===== src/hw/rtl/dfvt_pkg.sv =====
// ----------------------------------------------------------------------------
// dfvt_pkg
// Shared types and constants for the dirty frame version tracker.
// ----------------------------------------------------------------------------
`timescale 1ns / 1ps
`default_nettype none

package dfvt_pkg;

  localparam int FRAMES_DEF  = 1024;
  localparam int INDEX_W     = 16;
  localparam int VER_W       = 32;
  localparam int FRAME_OUT_W = 10;

  localparam logic [VER_W-1:0] VER_STEP = 32'd2;

  typedef enum logic [1:0] {
    OP_COMMIT   = 2'd0,
    OP_TAKE     = 2'd1,
    OP_CONFIRM  = 2'd2,
    OP_ROLLBACK = 2'd3
  } op_t;

  typedef enum logic [6:0] {
    ST_CLEAR  = 7'b0000001,
    ST_IDLE   = 7'b0000010,
    ST_COMMIT = 7'b0000100,
    ST_SCAN   = 7'b0001000,
    ST_COPY   = 7'b0010000,
    ST_FINISH = 7'b0100000,
    ST_SPARE  = 7'b1000000
  } state_t;

endpackage

`default_nettype wire


===== src/hw/rtl/dfvt_seq.sv =====
// ----------------------------------------------------------------------------
// dfvt_seq
// Sequencer: drives the version stores one frame per cycle through a shared
// address stepper and version compare, and holds the result word.
// ----------------------------------------------------------------------------
`timescale 1ns / 1ps
`default_nettype none

module dfvt_seq
  import dfvt_pkg::*;
#(
  parameter int FRAMES = FRAMES_DEF,
  parameter int IW     = $clog2(FRAMES)
) (
  input  wire logic                   clk,
  input  wire logic                   rst_n,
  input  wire logic                   in_valid,
  output logic                        in_ready,
  input  wire logic [1:0]             in_op,
  input  wire logic [INDEX_W-1:0]     in_frame_index,
  input  wire logic [VER_W-1:0]       in_version,
  output logic                        out_valid,
  input  wire logic                   out_ready,
  output logic                        out_ok,
  output logic [FRAME_OUT_W-1:0]      out_changed_frame,
  output logic [VER_W-1:0]            out_found_version,
  output logic                        wv_we,
  output logic [IW-1:0]               wv_waddr,
  output logic [VER_W-1:0]            wv_wdata,
  output logic [IW-1:0]               wv_raddr,
  input  wire logic [VER_W-1:0]       wv_rdata,
  output logic                        ov_we,
  output logic [IW-1:0]               ov_waddr,
  output logic [VER_W-1:0]            ov_wdata,
  output logic [IW-1:0]               ov_raddr,
  input  wire logic [VER_W-1:0]       ov_rdata,
  output logic                        cm_we,
  output logic [IW-1:0]               cm_waddr,
  output logic [VER_W-1:0]            cm_wdata,
  output logic [IW-1:0]               cm_raddr,
  input  wire logic [VER_W-1:0]       cm_rdata
);

  localparam logic [IW-1:0]      LAST     = IW'(FRAMES - 1);
  localparam logic [IW:0]        CNT_FULL = (IW+1)'(FRAMES);
  localparam logic [INDEX_W:0]   FRAMES_X = (INDEX_W+1)'(FRAMES);

  state_t               state_r, state_nxt;
  logic [IW-1:0]        ptr_r, ptr_nxt;
  logic [IW:0]          cnt_r, cnt_nxt;
  logic                 pend_r, pend_nxt;
  logic [IW-1:0]        pend_addr_r, pend_addr_nxt;
  logic [IW-1:0]        idx_r, idx_nxt;
  logic [IW-1:0]        scan_pos_r, scan_pos_nxt;
  logic                 res_ok_r, res_ok_nxt;
  logic [IW-1:0]        res_frame_r, res_frame_nxt;
  logic [VER_W-1:0]     res_ver_r, res_ver_nxt;
  logic                 out_valid_r, out_valid_nxt;
  logic                 out_ok_r;
  logic [FRAME_OUT_W-1:0] out_frame_r;
  logic [VER_W-1:0]     out_ver_r;

  logic                 accept;
  logic                 in_range;
  logic                 issue;
  logic                 differ;
  logic                 load_out;
  logic [IW-1:0]        ptr_step;
  logic [IW-1:0]        pend_step;

  function automatic logic [IW-1:0] wrap_inc(input logic [IW-1:0] a);
    logic [IW-1:0] r;
    r = (a == LAST) ? '0 : a + IW'(1);
    return r;
  endfunction

  assign in_ready  = (state_r == ST_IDLE);
  assign accept    = in_valid && in_ready;
  assign in_range  = ({1'b0, in_frame_index} < FRAMES_X);
  assign issue     = (cnt_r != CNT_FULL);
  assign differ    = (wv_rdata != ov_rdata);
  assign ptr_step  = wrap_inc(ptr_r);
  assign pend_step = wrap_inc(pend_addr_r);
  assign load_out  = (state_r == ST_FINISH) && (!out_valid_r || out_ready);

  // store ports
  always_comb begin
    wv_we    = (state_r == ST_CLEAR) || (state_r == ST_COMMIT);
    wv_waddr = (state_r == ST_CLEAR) ? ptr_r : idx_r;
    wv_wdata = (state_r == ST_CLEAR) ? '0 : wv_rdata + VER_STEP;
    wv_raddr = (state_r == ST_IDLE) ? in_frame_index[IW-1:0] : ptr_r;

    ov_we    = (state_r == ST_CLEAR) ||
               ((state_r == ST_SCAN) && pend_r && differ) ||
               ((state_r == ST_COPY) && pend_r);
    ov_waddr = (state_r == ST_CLEAR) ? ptr_r : pend_addr_r;
    ov_wdata = (state_r == ST_CLEAR) ? '0 :
               ((state_r == ST_COPY) ? cm_rdata : wv_rdata);
    ov_raddr = ptr_r;

    cm_we    = (state_r == ST_CLEAR) ||
               (accept && (op_t'(in_op) == OP_CONFIRM) && in_range);
    cm_waddr = (state_r == ST_CLEAR) ? ptr_r : in_frame_index[IW-1:0];
    cm_wdata = (state_r == ST_CLEAR) ? '0 : in_version;
    cm_raddr = ptr_r;
  end

  always_comb begin
    state_nxt     = state_r;
    ptr_nxt       = ptr_r;
    cnt_nxt       = cnt_r;
    pend_nxt      = pend_r;
    pend_addr_nxt = pend_addr_r;
    idx_nxt       = idx_r;
    scan_pos_nxt  = scan_pos_r;
    res_ok_nxt    = res_ok_r;
    res_frame_nxt = res_frame_r;
    res_ver_nxt   = res_ver_r;

    case (state_r)
      ST_CLEAR: begin
        ptr_nxt = ptr_step;
        if (ptr_r == LAST) begin
          state_nxt = ST_IDLE;
        end
      end
      ST_IDLE: begin
        if (accept) begin
          idx_nxt       = in_frame_index[IW-1:0];
          res_ok_nxt    = 1'b0;
          res_frame_nxt = '0;
          res_ver_nxt   = '0;
          cnt_nxt       = '0;
          pend_nxt      = 1'b0;
          case (op_t'(in_op))
            OP_COMMIT: begin
              if (in_range) begin
                state_nxt = ST_COMMIT;
              end else begin
                state_nxt = ST_FINISH;
              end
            end
            OP_TAKE: begin
              ptr_nxt   = scan_pos_r;
              state_nxt = ST_SCAN;
            end
            OP_CONFIRM: begin
              res_ok_nxt = in_range;
              state_nxt  = ST_FINISH;
            end
            OP_ROLLBACK: begin
              ptr_nxt      = '0;
              scan_pos_nxt = '0;
              state_nxt    = ST_COPY;
            end
            default: begin
              state_nxt = ST_FINISH;
            end
          endcase
        end
      end
      ST_COMMIT: begin
        res_ok_nxt = 1'b1;
        state_nxt  = ST_FINISH;
      end
      ST_SCAN, ST_COPY: begin
        pend_nxt      = issue;
        pend_addr_nxt = ptr_r;
        if (issue) begin
          ptr_nxt = ptr_step;
          cnt_nxt = cnt_r + (IW+1)'(1);
        end
        if (pend_r) begin
          if (state_r == ST_SCAN) begin
            if (differ) begin
              scan_pos_nxt  = pend_step;
              res_ok_nxt    = 1'b1;
              res_frame_nxt = pend_addr_r;
              res_ver_nxt   = wv_rdata;
              state_nxt     = ST_FINISH;
            end else if (!issue) begin
              state_nxt = ST_FINISH;
            end
          end else if (!issue) begin
            res_ok_nxt = 1'b1;
            state_nxt  = ST_FINISH;
          end
        end
      end
      ST_FINISH: begin
        if (load_out) begin
          state_nxt = ST_IDLE;
        end
      end
      default: begin
        state_nxt = ST_IDLE;
      end
    endcase
  end

  assign out_valid_nxt = load_out ? 1'b1 : (out_ready ? 1'b0 : out_valid_r);

  always_ff @(posedge clk) begin
    if (!rst_n) begin
      state_r     <= ST_CLEAR;
      ptr_r       <= '0;
      cnt_r       <= '0;
      pend_r      <= 1'b0;
      scan_pos_r  <= '0;
      out_valid_r <= 1'b0;
    end else begin
      state_r     <= state_nxt;
      ptr_r       <= ptr_nxt;
      cnt_r       <= cnt_nxt;
      pend_r      <= pend_nxt;
      scan_pos_r  <= scan_pos_nxt;
      out_valid_r <= out_valid_nxt;
    end
  end

  always_ff @(posedge clk) begin
    pend_addr_r <= pend_addr_nxt;
    idx_r       <= idx_nxt;
    res_ok_r    <= res_ok_nxt;
    res_frame_r <= res_frame_nxt;
    res_ver_r   <= res_ver_nxt;
    if (load_out) begin
      out_ok_r    <= res_ok_r;
      out_frame_r <= FRAME_OUT_W'(res_frame_r);
      out_ver_r   <= res_ver_r;
    end
  end

  assign out_valid         = out_valid_r;
  assign out_ok            = out_ok_r;
  assign out_changed_frame = out_frame_r;
  assign out_found_version = out_ver_r;

endmodule

`default_nettype wire


===== config.mk =====
export PLATFORM = sky130hd
export DESIGN_NAME = dfvt_seq
export DESIGN_NICKNAME = d
export VERILOG_FILES = /design/src/hw/rtl/dfvt_pkg.sv /design/src/hw/rtl/dfvt_seq.sv
export SDC_FILE = /design/constraint.sdc
export NUM_CORES = 1
export LEC_CHECK = 0
export BUFFER_PORTS_ARGS = -buffer_cell sky130_fd_sc_hd__buf_2
export CORE_UTILIZATION = 40
export DETAILED_ROUTE_END_ITERATION = 7
export PLACE_DENSITY_LB_ADDON = 0.3
export SLEW_MARGIN = 20
export SYNTH_ARGS = -nofsm -noshare
export SYNTH_HDL_FRONTEND = slang
export SYNTH_SLANG_ARGS = --single-unit

===== constraint.sdc =====
create_clock -name clk -period 5.87 [get_ports clk]
set_input_delay 1.174 -clock clk [delete_from_list [all_inputs] [get_ports clk]]
set_output_delay 1.174 -clock clk [all_outputs]
set_load 0.005 [all_outputs]

Word-level counts from Yosys, hierarchy flattened
Index checks and enable logic that the tools add are counted.
- register bits after elaboration: 146
- input bits: 150
- output and inout bits: 204
- word-level logic and storage cells: 124
- add/sub/neg operators: 4
- magnitude comparators: 1
- equal/unequal tests: 24
- multiplexer cells: 54
- reduce and logical (&&, ||, !) cells: 27
- operator list (kind ; number):
    $mux 32 ; 8
    $mux 10 ; 17
    $pmux 32 s2 ; 1
    $pmux 10 s2 ; 3
    $mux 7 ; 7
    $pmux 7 s5 ; 1
    $add 32x2->32 const B ; 1
    $ne 32x32->1 ; 1
    $pmux 10 s3 ; 1
    $pmux 7 s4 ; 1
    $mux 11 ; 2
    $pmux 11 s2 ; 1
    $add 10x1->10 const B ; 2
    $eq 10x10->1 const B ; 2
    $lt 16x11->1 const B ; 1
    $add 11x1->11 const B ; 1
    $ne 11x11->1 const B ; 1
    $ne 2x2->1 const B ; 5
    $reduce_and 5->1 ; 2
    $mux 1 ; 9
    $reduce_and 4->1 ; 2
    $eq 7x1->1 const B ; 1
    $eq 7x2->1 const B ; 1
    $eq 7x3->1 const B ; 1
    other kinds (21) ; 38

Longest topological paths before layout
Gate-level depths: netlist (run 1).
- depth in word-level cells: 6
- mapped depth: 9
- gate-level depth less buffers: 7

Worst setup path after synthesis (run 1)
Ideal clock, no wire load.
- path type: input-to-reg
- start point: in wv_rdata[15]
- end point: reg res_frame_r[0] (enable)
- library setup time: 0.455 ns
- arrival time: 3.921 ns
- setup slack: 1.493 ns
- stages on the path: 7
- path through: clkbuf_1 xnor2_1 nand4_1 nor4_1 nand3_1 nand2_1 a21oi_1
- cells in the longest elaborated chain, start to end: 3
- RTL lines (item ; line ; RTL):
    start: declaration ; dfvt_seq.sv:31 ; input wire logic [VER_W-1:0] wv_rdata,
    $ne 32x32->1 ; dfvt_seq.sv:81 ; assign differ = (wv_rdata != ov_rdata);
    $ne 2x2->1 (no line) ; n/a ;
    $reduce_and 5->1 (no line) ; n/a ;
    end signal: assignment ; dfvt_seq.sv:225 ; res_frame_r <= res_frame_nxt;
    end: declaration ; dfvt_seq.sv:56 ; logic [IW-1:0] res_frame_r, res_frame_nxt;
No other way between the ends.
A chain may end at the register's enable or synchronous reset.

Worst setup path after layout (run 1)
- start point: in wv_rdata[1]
- end point: out wv_wdata[23]
- cells in the longest elaborated chain, start to end: 2
- RTL lines (item ; line ; RTL):
    $add 32x2->32 ; dfvt_seq.sv:90 ; wv_wdata = (state_r == ST_CLEAR) ? '0 : wv_rdata + VER_STEP;
    $mux 32 ; dfvt_seq.sv:90 ;
    end: declaration ; dfvt_seq.sv:29 ; output logic [VER_W-1:0] wv_wdata,
No other way between the ends.

==> results.json, run 1 <==
{
  "grt_pass1_wl_um": 37900,
  "end_kind": "output pin",
  "drt_wl_total_um": 25900,
  "layout-drive-gt1-share": 0.342,
  "path_cells": "buf_2, ha_1, nand3_1, nor2_1, nand3_1, or3_1, a21oi_1, buf_2",
  "htree_levels": 4,
  "tightestPinTransition_ps": 1080,
  "seq_area_um2": 3980,
  "synth_edf_count": 106,
  "setup-tns-final_ps": 0,
  "antenna_left": 0,
  "drc": 0,
  "finClkSkew_ps": 10.2,
  "clock_latency_ps": 420,
  "crit_slowest_cell": "or3_1",
  "period_share": 0.774,
  "gr-usage-all-layers": 0.243,
  "pin_count": 354,
  "synth.most_common_cell": "nand2_1",
  "multi_input_area_um2": 3790,
  "fillers": 1839,
  "slew_violations": 0,
  "synthToLayoutAreaGrowth_pct": 30.2,
  "syn-mean-instance-area_um2": 9.27,
  "grt_setup_unrepaired": "no",
  "fin_nets": 1348,
  "syn_area_um2": 8090,
  "antenna_cells": 0,
  "die_width_um": 144,
  "finalHoldViolCount": 0,
  "cts_tree": "built",
  "crit_fanout": 11,
  "wl_per_cell_um": 17.6,
  "synthDistinctLibCells": 66,
  "gp_congestion": 0.926,
  "hold_class": "reg -> reg",
  "cp.arrival_ps": 3370,
  "final_util": 0.536,
  "grt_pass1_vias": 6636,
  "synthTopCellsByCount": "nand2_1 (222), edfxtp_1 (106), and2_1 (72)",
  "seq_area_frac_synth": 0.492,
  "synth_top_area_cell": "edfxtp_1",
  "core.rowCount": 51,
  "drt_pass1_iterations": 5,
  "leakagePower_uw": 0.00482,
  "vdd_drop_max_v": 0.000187,
  "vias": 7585,
  "cts_made_buffers": 17,
  "cts_setup_buffers": 0,
  "total_power_uw": 2500,
  "die_height_um": 144,
  "maxCapViolations": 0,
  "antenna_found_initial": 0,
  "period_needed_ps": 4550,
  "async_reset_ff_frac": 0,
  "r2r_slack_ps": 2860,
  "whs_ps": 414,
  "portBuffers": 353,
  "setup_viol": 0,
  "avgViaCountPerCell": 5.16,
  "grt_overflow": 0,
  "ys_top_cells_by_area": "edfxtp_1 (39%), nand2_1 (10%), dfxtp_1 (9.9%)",
  "required_ps": 4700,
  "dpl.hpwl_um": 18900,
  "clk_path_buf_depth": 2,
  "ctsResizeCount": 0,
  "critical_path.max_stage_delay_ps": 460,
  "syn-num-nets": 1028,
  "startpoint_type": "input port",
  "core_um2": 19700,
  "fmax_ghz": 0.220,
  "cellPowerDensity_nw_per_um2": 238,
  "status": "complete, no violations",
  "cts_root_buf": "clkbuf_16",
  "hold_buffers": 0,
  "slew_headroom": 0.281,
  "synth_cells": 873,
  "clk_pin_slew_ps": 60,
  "initial_utilization": 0.412,
  "path_class": "in -> out",
  "ys_seq_elements": 146,
  "drtIter0Drc": 668,
  "synth_top_area_share": 0.393,
  "synth_flop_cell": "edfxtp_1",
  "numClockSinks": 146,
  "die-area_um2": 20800,
  "ys_warn_count": 0,
  "grt_max_degree": 67
}
## routing by layer
metal	wire [µm]	vias up	track usage
li1	-	3631	-
met1	11200	3566	0.328
met2	12200	351	0.389
met3	1850	37	0.0483
met4	608	0	0.0809
met5	0	-	0
## area by class of cell
class	count	area share
clock inverters	15	0.0138
clock buffers	17	0.0404
flip-flops and latches	146	0.378
multi-input cells	656	0.360
well taps	265	0.0315
inverters	14	0.00523
repair buffers	358	0.171
## sequential cells by signal, summed over array words and instances (netlist names)
register / count
out_ok: 1
cm_raddr: 10
cnt_r: 11
out_valid: 1
res_ver_r: 32
idx_r: 10
state_r: 7
res_ok_r: 1
out_found_version: 32
res_frame_r: 10
scan_pos_r: 10
out_changed_frame: 10
pend_addr_r: 10
pend_r: 1
## report_power, final
part	total (µW)	internal, µW	switching [µW]
Clock	1060	594	461
Combinational	331	150	181
Sequential	1120	1100	13.6
Total	2500	1850	656
## layout by cell type (no fill, tap or decap), types with 3 or more instances in the layout
master      synthesis  final
nor4_1              8      8
a21boi_0            4      4
and4_1              9      7
nor3_1             10     10
buf_2              11    353
edfxtp_1          106    106
and2_1             72     72
nor2_2              3      3
a21o_1              3      3
o21ai_0            17     17
a21oi_1            45     44
inv_1              12     12
clkbuf_16           0     17
nand2b_1            3      3
clkinvlp_4          0      3
nor2_1             55     55
xor2_1             18     18
nor2b_1             6      6
buf_4              12      5
o211a_1             4      4
nor3b_1             4      4
nand4_1            15     15
or3_1               8      8
dfxtp_1            40     40
nand3_1            31     31
mux2i_1            11     11
nand2_1           222    222
xnor2_1            57     57
a31oi_1             5      5
inv_6               0      5
ha_1                5      5
## per-stage QoR
| stage | setup slack (ps) | cells | instance area, µm² |
|---|---|---|---|
| 2_1_floorplan | 1490 | 873 | 8090 |
| 3_3_place_gp | 1510 | 1439 | 9960 |
| 3_5_place_dp | 1400 | 1439 | 9960 |
| 4_1_cts | 1380 | 1471 | 10500 |
| 5_1_grt | 1150 | 1471 | 10500 |
| 6_report | 1320 | 1471 | 10500 |
## critical path, delay by kind of cell
family / cells / cell delay (ps)
AND/OR/NAND/NOR: 4 / 1500
buffers and inverters: 2 / 300
adder cells (fa/ha/maj): 1 / 230
AO/OA/AOI/OAI: 1 / 150
## logic make-up after synthesis
family / Yosys count / synth area share
simple gates: 462 / 0.282
mux: 12 / 0.0155
buf+inv: 71 / 0.0424
fa+ha+maj: 5 / 0.00773
other cells: 1 / 0.000463
xor+xnor: 75 / 0.0812
flops: 146 / 0.492
compound gates: 101 / 0.0789
## final timing paths
kind,from,end,cells after the start
worst max-delay path,wv_rdata[1],wv_wdata[23],8
worst min-delay path,res_ver_r[14],out_found_version[14],0
worst max register to register,state_r[3],cm_raddr[4],7
worst min register to register,res_ver_r[14],out_found_version[14],0
Note: power is estimated with default switching activity, not from simulation.
==> run 2: changes to the inputs <==
- ABC_AREA: default -> 1
- clock period: 5.87 -> 4.47 ns (I/O delays scaled with it)
==> results.json, run 2 <==
{
  "initial_utilization": 0.407,
  "dp_slack_ps": 713,
  "grt_max_degree": 81,
  "async_reset_ff_frac": 0,
  "gp_congestion": 0.874,
  "die-area_um2": 21200,
  "drtIter0Drc": 591,
  "grt_overflow": 0,
  "crit_slowest_cell": "nand4_1",
  "antenna_found_initial": 1,
  "period_share": 0.853,
  "slew_violations": 0,
  "seq_area_um2": 3980,
  "path_cells": "buf_2, ha_1, nand2_1, inv_1, nand3_1, nor2_1, nand2_1, nor3_2, nand4_1, nor2_1, nor2_1, nor3_1, buf_2",
  "hold_class": "reg -> reg",
  "layout-drive-gt1-share": 0.293,
  "syn-num-nets": 1221,
  "layout_setup_ws_ps": 658,
  "dp.cells": 1649,
  "fillers": 1884,
  "synth_cells": 1066,
  "setup-tns-final_ps": 0,
  "synth_top_family_by_area": "simple AND/OR/NAND/NOR gates",
  "synth_top_area_share": 0.387,
  "muxShareOfSynthArea": 0,
  "startpoint_type": "input port",
  "fmax_ghz": 0.262,
  "syn-mean-instance-area_um2": 7.72,
  "core.rowCount": 52,
  "seq_area_frac_synth": 0.484,
  "antenna_left": 0,
  "crit_fanout": 6,
  "crit_family": "simple AND/OR/NAND/NOR gates",
  "syn_area_um2": 8230,
  "required_ps": 3580,
  "htree_levels": 4,
  "gr-usage-all-layers": 0.251,
  "synth_compound_area_frac": 0.117,
  "ys_seq_elements": 146,
  "cts_setup_buffers": 0,
  "maxCapViolations": 0,
  "clock_latency_ps": 430,
  "final_area_um2": 10800,
  "synthDistinctLibCells": 41,
  "critPathBufInv": 3,
  "crit_path_frequent_cell": "nor2_1",
  "layout_common_cells": "buf_2 (353), nand2_1 (194), nor2_1 (181)",
  "finalHoldViolCount": 0,
  "leakagePower_uw": 0.00525,
  "drt_pass1_iterations": 5,
  "grt_pass1_wl_um": 41200,
  "ctsResizeCount": 0,
  "die_width_um": 145,
  "synth.most_common_cell": "nand2_1",
  "wl_per_cell_um": 16.0,
  "cts_tree": "built",
  "end_kind": "output pin",
  "vdd_drop_max_v": 0.000286,
  "pin_count": 354,
  "cellPowerDensity_nw_per_um2": 317,
  "setup_viol": 0,
  "synth_top_area_cell": "edfxtp_1",
  "hold_buffers": 0,
  "clk_path_buf_depth": 2,
  "avgViaCountPerCell": 5.04,
  "numClockSinks": 146,
  "final_common_cell": "buf_2",
  "final_cells": 1682,
  "multi_input_area_um2": 3430,
  "drc": 0,
  "synth_fa_ha_area_frac": 0.00760,
  "core_um2": 20200,
  "synth_edf_count": 106,
  "cts_made_buffers": 17,
  "drt_wl_total_um": 26900,
  "synth_flop_cell": "edfxtp_1",
  "grt_pass1_vias": 7660,
  "synth_xor_area_frac": 0.0394,
  "synthTopCellsByCount": "nand2_1 (194), nor2_1 (183), inv_1 (154)",
  "grt_setup_unrepaired": "no",
  "period_needed_ps": 3810,
  "tightestPinTransition_ps": 953,
  "fin_nets": 1553,
  "ys_top_cells_by_area": "edfxtp_1 (39%), dfxtp_1 (9.7%), nand2_1 (8.8%)",
  "cp.arrival_ps": 2920,
  "portBuffers": 353,
  "die_height_um": 145,
  "ys_warn_count": 0,
  "critical_path.max_stage_delay_ps": 270,
  "path_class": "in -> out",
  "yosys.area_share.simple": 0.250,
  "dpl.hpwl_um": 20300,
  "status": "complete, no violations",
  "whs_ps": 412,
  "place_area_um2": 10200,
  "finClkSkew_ps": 13.5,
  "cts_root_buf": "clkbuf_16",
  "vias": 8473,
  "synthToLayoutAreaGrowth_pct": 30.9,
  "slew_headroom": 0.363,
  "clk_pin_slew_ps": 60
}
==> run 2: changes by cell type after synthesis, sizes merged, moves of 24 or more <==
cell / before / now
a21oi: 45 / 76
nor2: 58 / 184
inv: 14 / 162
nand2: 223 / 199
xnor2: 57 / 23
and2: 72 / 1
o21ai: 17 / 90
==> run 2: where the power goes <==
part | internal [µW] | switching [µW]
Clock | 832 | 598
Sequential | 1460 | 27.2
Combinational | 212 | 290
Total | 2510 | 914
==> run 2: metrics by stage <==
stage	utilization	total power [µW]
final	0.533	3420
after global routing	0.533	3550
after CTS	0.533	3430
after detailed placement	0.504	2010
after global placement	0.504	2010
after floorplan	-	1760
==> run 2: layout make-up <==
cell class,count,area share
timing repair buffer,359,0.169
inverter,163,0.0570
tap,270,0.0313
clock buffer,19,0.0402
multi-input combinational,711,0.318
clock inverter,13,0.0142
sequential,146,0.370
antenna,1,0.000232
==> run 2: worst register-to-register path, stage by stage (launching register included) <==
cell	delay, ps
dfxtp_1	350
nor2_1	60
nand2_1	120
inv_1	100
nand4_2	110
nand2_4	180
inv_4	540
nor2_1	240
nor2_4	570
buf_12	270
==> run 2: layer usage <==
metal / track usage / routed length (µm) / up-vias
met5: 0 / 0 / -
met4: 0.0947 / 696 / 0
met3: 0.0527 / 1920 / 48
met2: 0.428 / 13300 / 412
met1: 0.312 / 11000 / 3875
li1: - / - / 4138
==> run 2: path summary, 6_finish.rpt <==
check | start | to | slack, ps | depth (start not counted)
hold / removal | res_frame_r[1] | out_changed_frame[1] | 410 | 0
setup reg to reg | state_r[4] | res_ver_r[23] | 1580 | 9
setup / recovery | wv_rdata[1] | wv_wdata[29] | 660 | 13
hold reg to reg | res_frame_r[1] | out_changed_frame[1] | 410 | 0
==> run 2: kinds of logic after synthesis <==
kind of cell / count (synthesis)
and+or+nand+nor: 484
buffers and inverters: 209
AOI/OAI and AO/OA: 184
DFF: 146
xor gates and xnor gates: 37
adders and majority gates: 5
other: 1
==> run 3: changes to the inputs <==
- CORE_UTILIZATION: 40 -> 31
==> results.json, run 3 (synthesis results as in run 2) <==
{
  "crit_slowest_cell": "nor3_2",
  "htree_levels": 4,
  "multi_input_area_um2": 3430,
  "vias": 8366,
  "path_class": "in -> out",
  "antenna_cells": 0,
  "grt_max_degree": 81,
  "drt_wl_total_um": 28500,
  "cellPowerDensity_nw_per_um2": 316,
  "final_util": 0.417,
  "p_int_uw": 2470,
  "drtIter0Drc": 552,
  "r2r_start": "state_r[2]",
  "cts_made_buffers": 17,
  "setup-tns-final_ps": 0,
  "switchingPower_uw": 962,
  "fin_nets": 1554,
  "final_common_cell": "buf_2",
  "cts_setup_buffers": 0,
  "synthToLayoutAreaGrowth_pct": 31.9,
  "switching_share": 0.281,
  "crit_start": "wv_rdata[1]",
  "r2r_end": "res_frame_r[2]",
  "crit_path_frequent_cell": "nor2_1",
  "setup_viol": 0,
  "seq_area_um2": 3980,
  "portBuffers": 353,
  "wl_per_cell_um": 16.3,
  "r2r_cells": 10,
  "required_ps": 3580,
  "antenna_left": 0,
  "core_um2": 26100,
  "fmax_ghz": 0.261,
  "core.rowCount": 59,
  "cp.arrival_ps": 2940,
  "clock_latency_ps": 430,
  "finalHoldViolCount": 0,
  "avgViaCountPerCell": 4.79,
  "cts_root_buf": "clkbuf_16",
  "r2r_slack_ps": 1520,
  "period_share": 0.858,
  "status": "complete, no violations",
  "maxCapViolations": 0,
  "gp_congestion": 0.876,
  "crit_fanout": 6,
  "end_kind": "output pin",
  "cts_tree": "built",
  "grt_overflow": 0,
  "layout-drive-gt1-share": 0.295,
  "drt_pass1_iterations": 6,
  "pin_count": 354,
  "ctsResizeCount": 0,
  "numClockSinks": 146,
  "die-area_um2": 27200,
  "hold_buffers": 0,
  "startpoint_type": "input port",
  "hold_class": "reg -> reg",
  "initial_utilization": 0.316,
  "slew_headroom": 0.373,
  "pwr-share-comb": 0.148,
  "fillers": 2678,
  "p_seq_frac": 0.435,
  "critical_path.max_stage_delay_ps": 320,
  "drc": 0,
  "slew_violations": 0,
  "antenna_found_initial": 0,
  "clk_pin_slew_ps": 60,
  "total_power_uw": 3430,
  "grt_setup_unrepaired": "no",
  "tightestPinTransition_ps": 939,
  "grt_pass1_vias": 7429,
  "period_needed_ps": 3840,
  "pwr-share-clk": 0.417,
  "layout_common_cells": "buf_2 (353), nand2_1 (194), nor2_1 (181)",
  "crit_path_end": "wv_wdata[29]",
  "finClkSkew_ps": 17.0,
  "path_cells": "buf_2, ha_1, nand2_1, inv_1, nand3_1, nor2_1, nand2_1, nor3_2, nand4_1, nor2_1, nor2_1, nor3_1, buf_2",
  "clk_path_buf_depth": 2,
  "die_width_um": 165,
  "vdd_drop_max_v": 0.000189,
  "gr-usage-all-layers": 0.202,
  "die_height_um": 165,
  "leakagePower_uw": 0.00525,
  "grt_pass1_wl_um": 41200,
  "dpl.hpwl_um": 21700
}
[run 3: metal layers]
layer,GRT usage,up-vias,wire [µm]
li1,-,4137,-
met1,0.250,3874,12000
met2,0.363,339,14300
met3,0.0354,16,1810
met4,0.0459,0,363
met5,0,-,0
[run 3: final cells by class]
type                    instances  area share
flip-flops and latches        146       0.367
well taps                     335      0.0386
clock inverters                15      0.0152
multi-input cells             711       0.316
clock buffers                  17      0.0392
inverters                     163      0.0566
repair buffers                360       0.168
[run 3: worst max-delay path, delay by kind of cell]
family	cells	cell delay, ps
adder cells (fa/ha/maj)	1	170
AND/OR/NAND/NOR	9	1510
buffers and inverters	3	360
[run 3: metrics by stage]
step	instance area, µm²	cells	worst slack, ps	hold slack (ps)
after floorplan	8230	1066	643	400
after global placement	10300	1715	652	401
after detailed placement	10300	1715	666	405
after CTS	10900	1747	664	418
after global routing	10900	1747	329	417
final	10900	1747	634	418
[run 3: how the worst min path moves through the flow]
| stage | start | end | slack [ps] | cells past startpoint |
|---|---|---|---|---|
| 2_1_floorplan | res_frame_r[0] | out_changed_frame[0] | 400 | 0 |
| 3_3_place_gp | res_ver_r[5] | out_found_version[5] | 400 | 0 |
| 3_5_place_dp | res_frame_r[4] | out_changed_frame[4] | 400 | 0 |
| 4_1_cts | res_ver_r[31] | out_found_version[31] | 420 | 0 |
| 5_1_grt | res_ver_r[28] | out_found_version[28] | 420 | 0 |
| 6_report | res_frame_r[4] | out_changed_frame[4] | 420 | 0 |
[run 3: power by group through the flow]
stage	clock network, µW	registers [µW]	logic (µW)
6_report	1430	1490	508
5_1_grt	1520	1490	571
4_1_cts	1460	1490	511
3_5_place_dp	0	1520	509
3_3_place_gp	0	1520	505
2_1_floorplan	0	1510	252
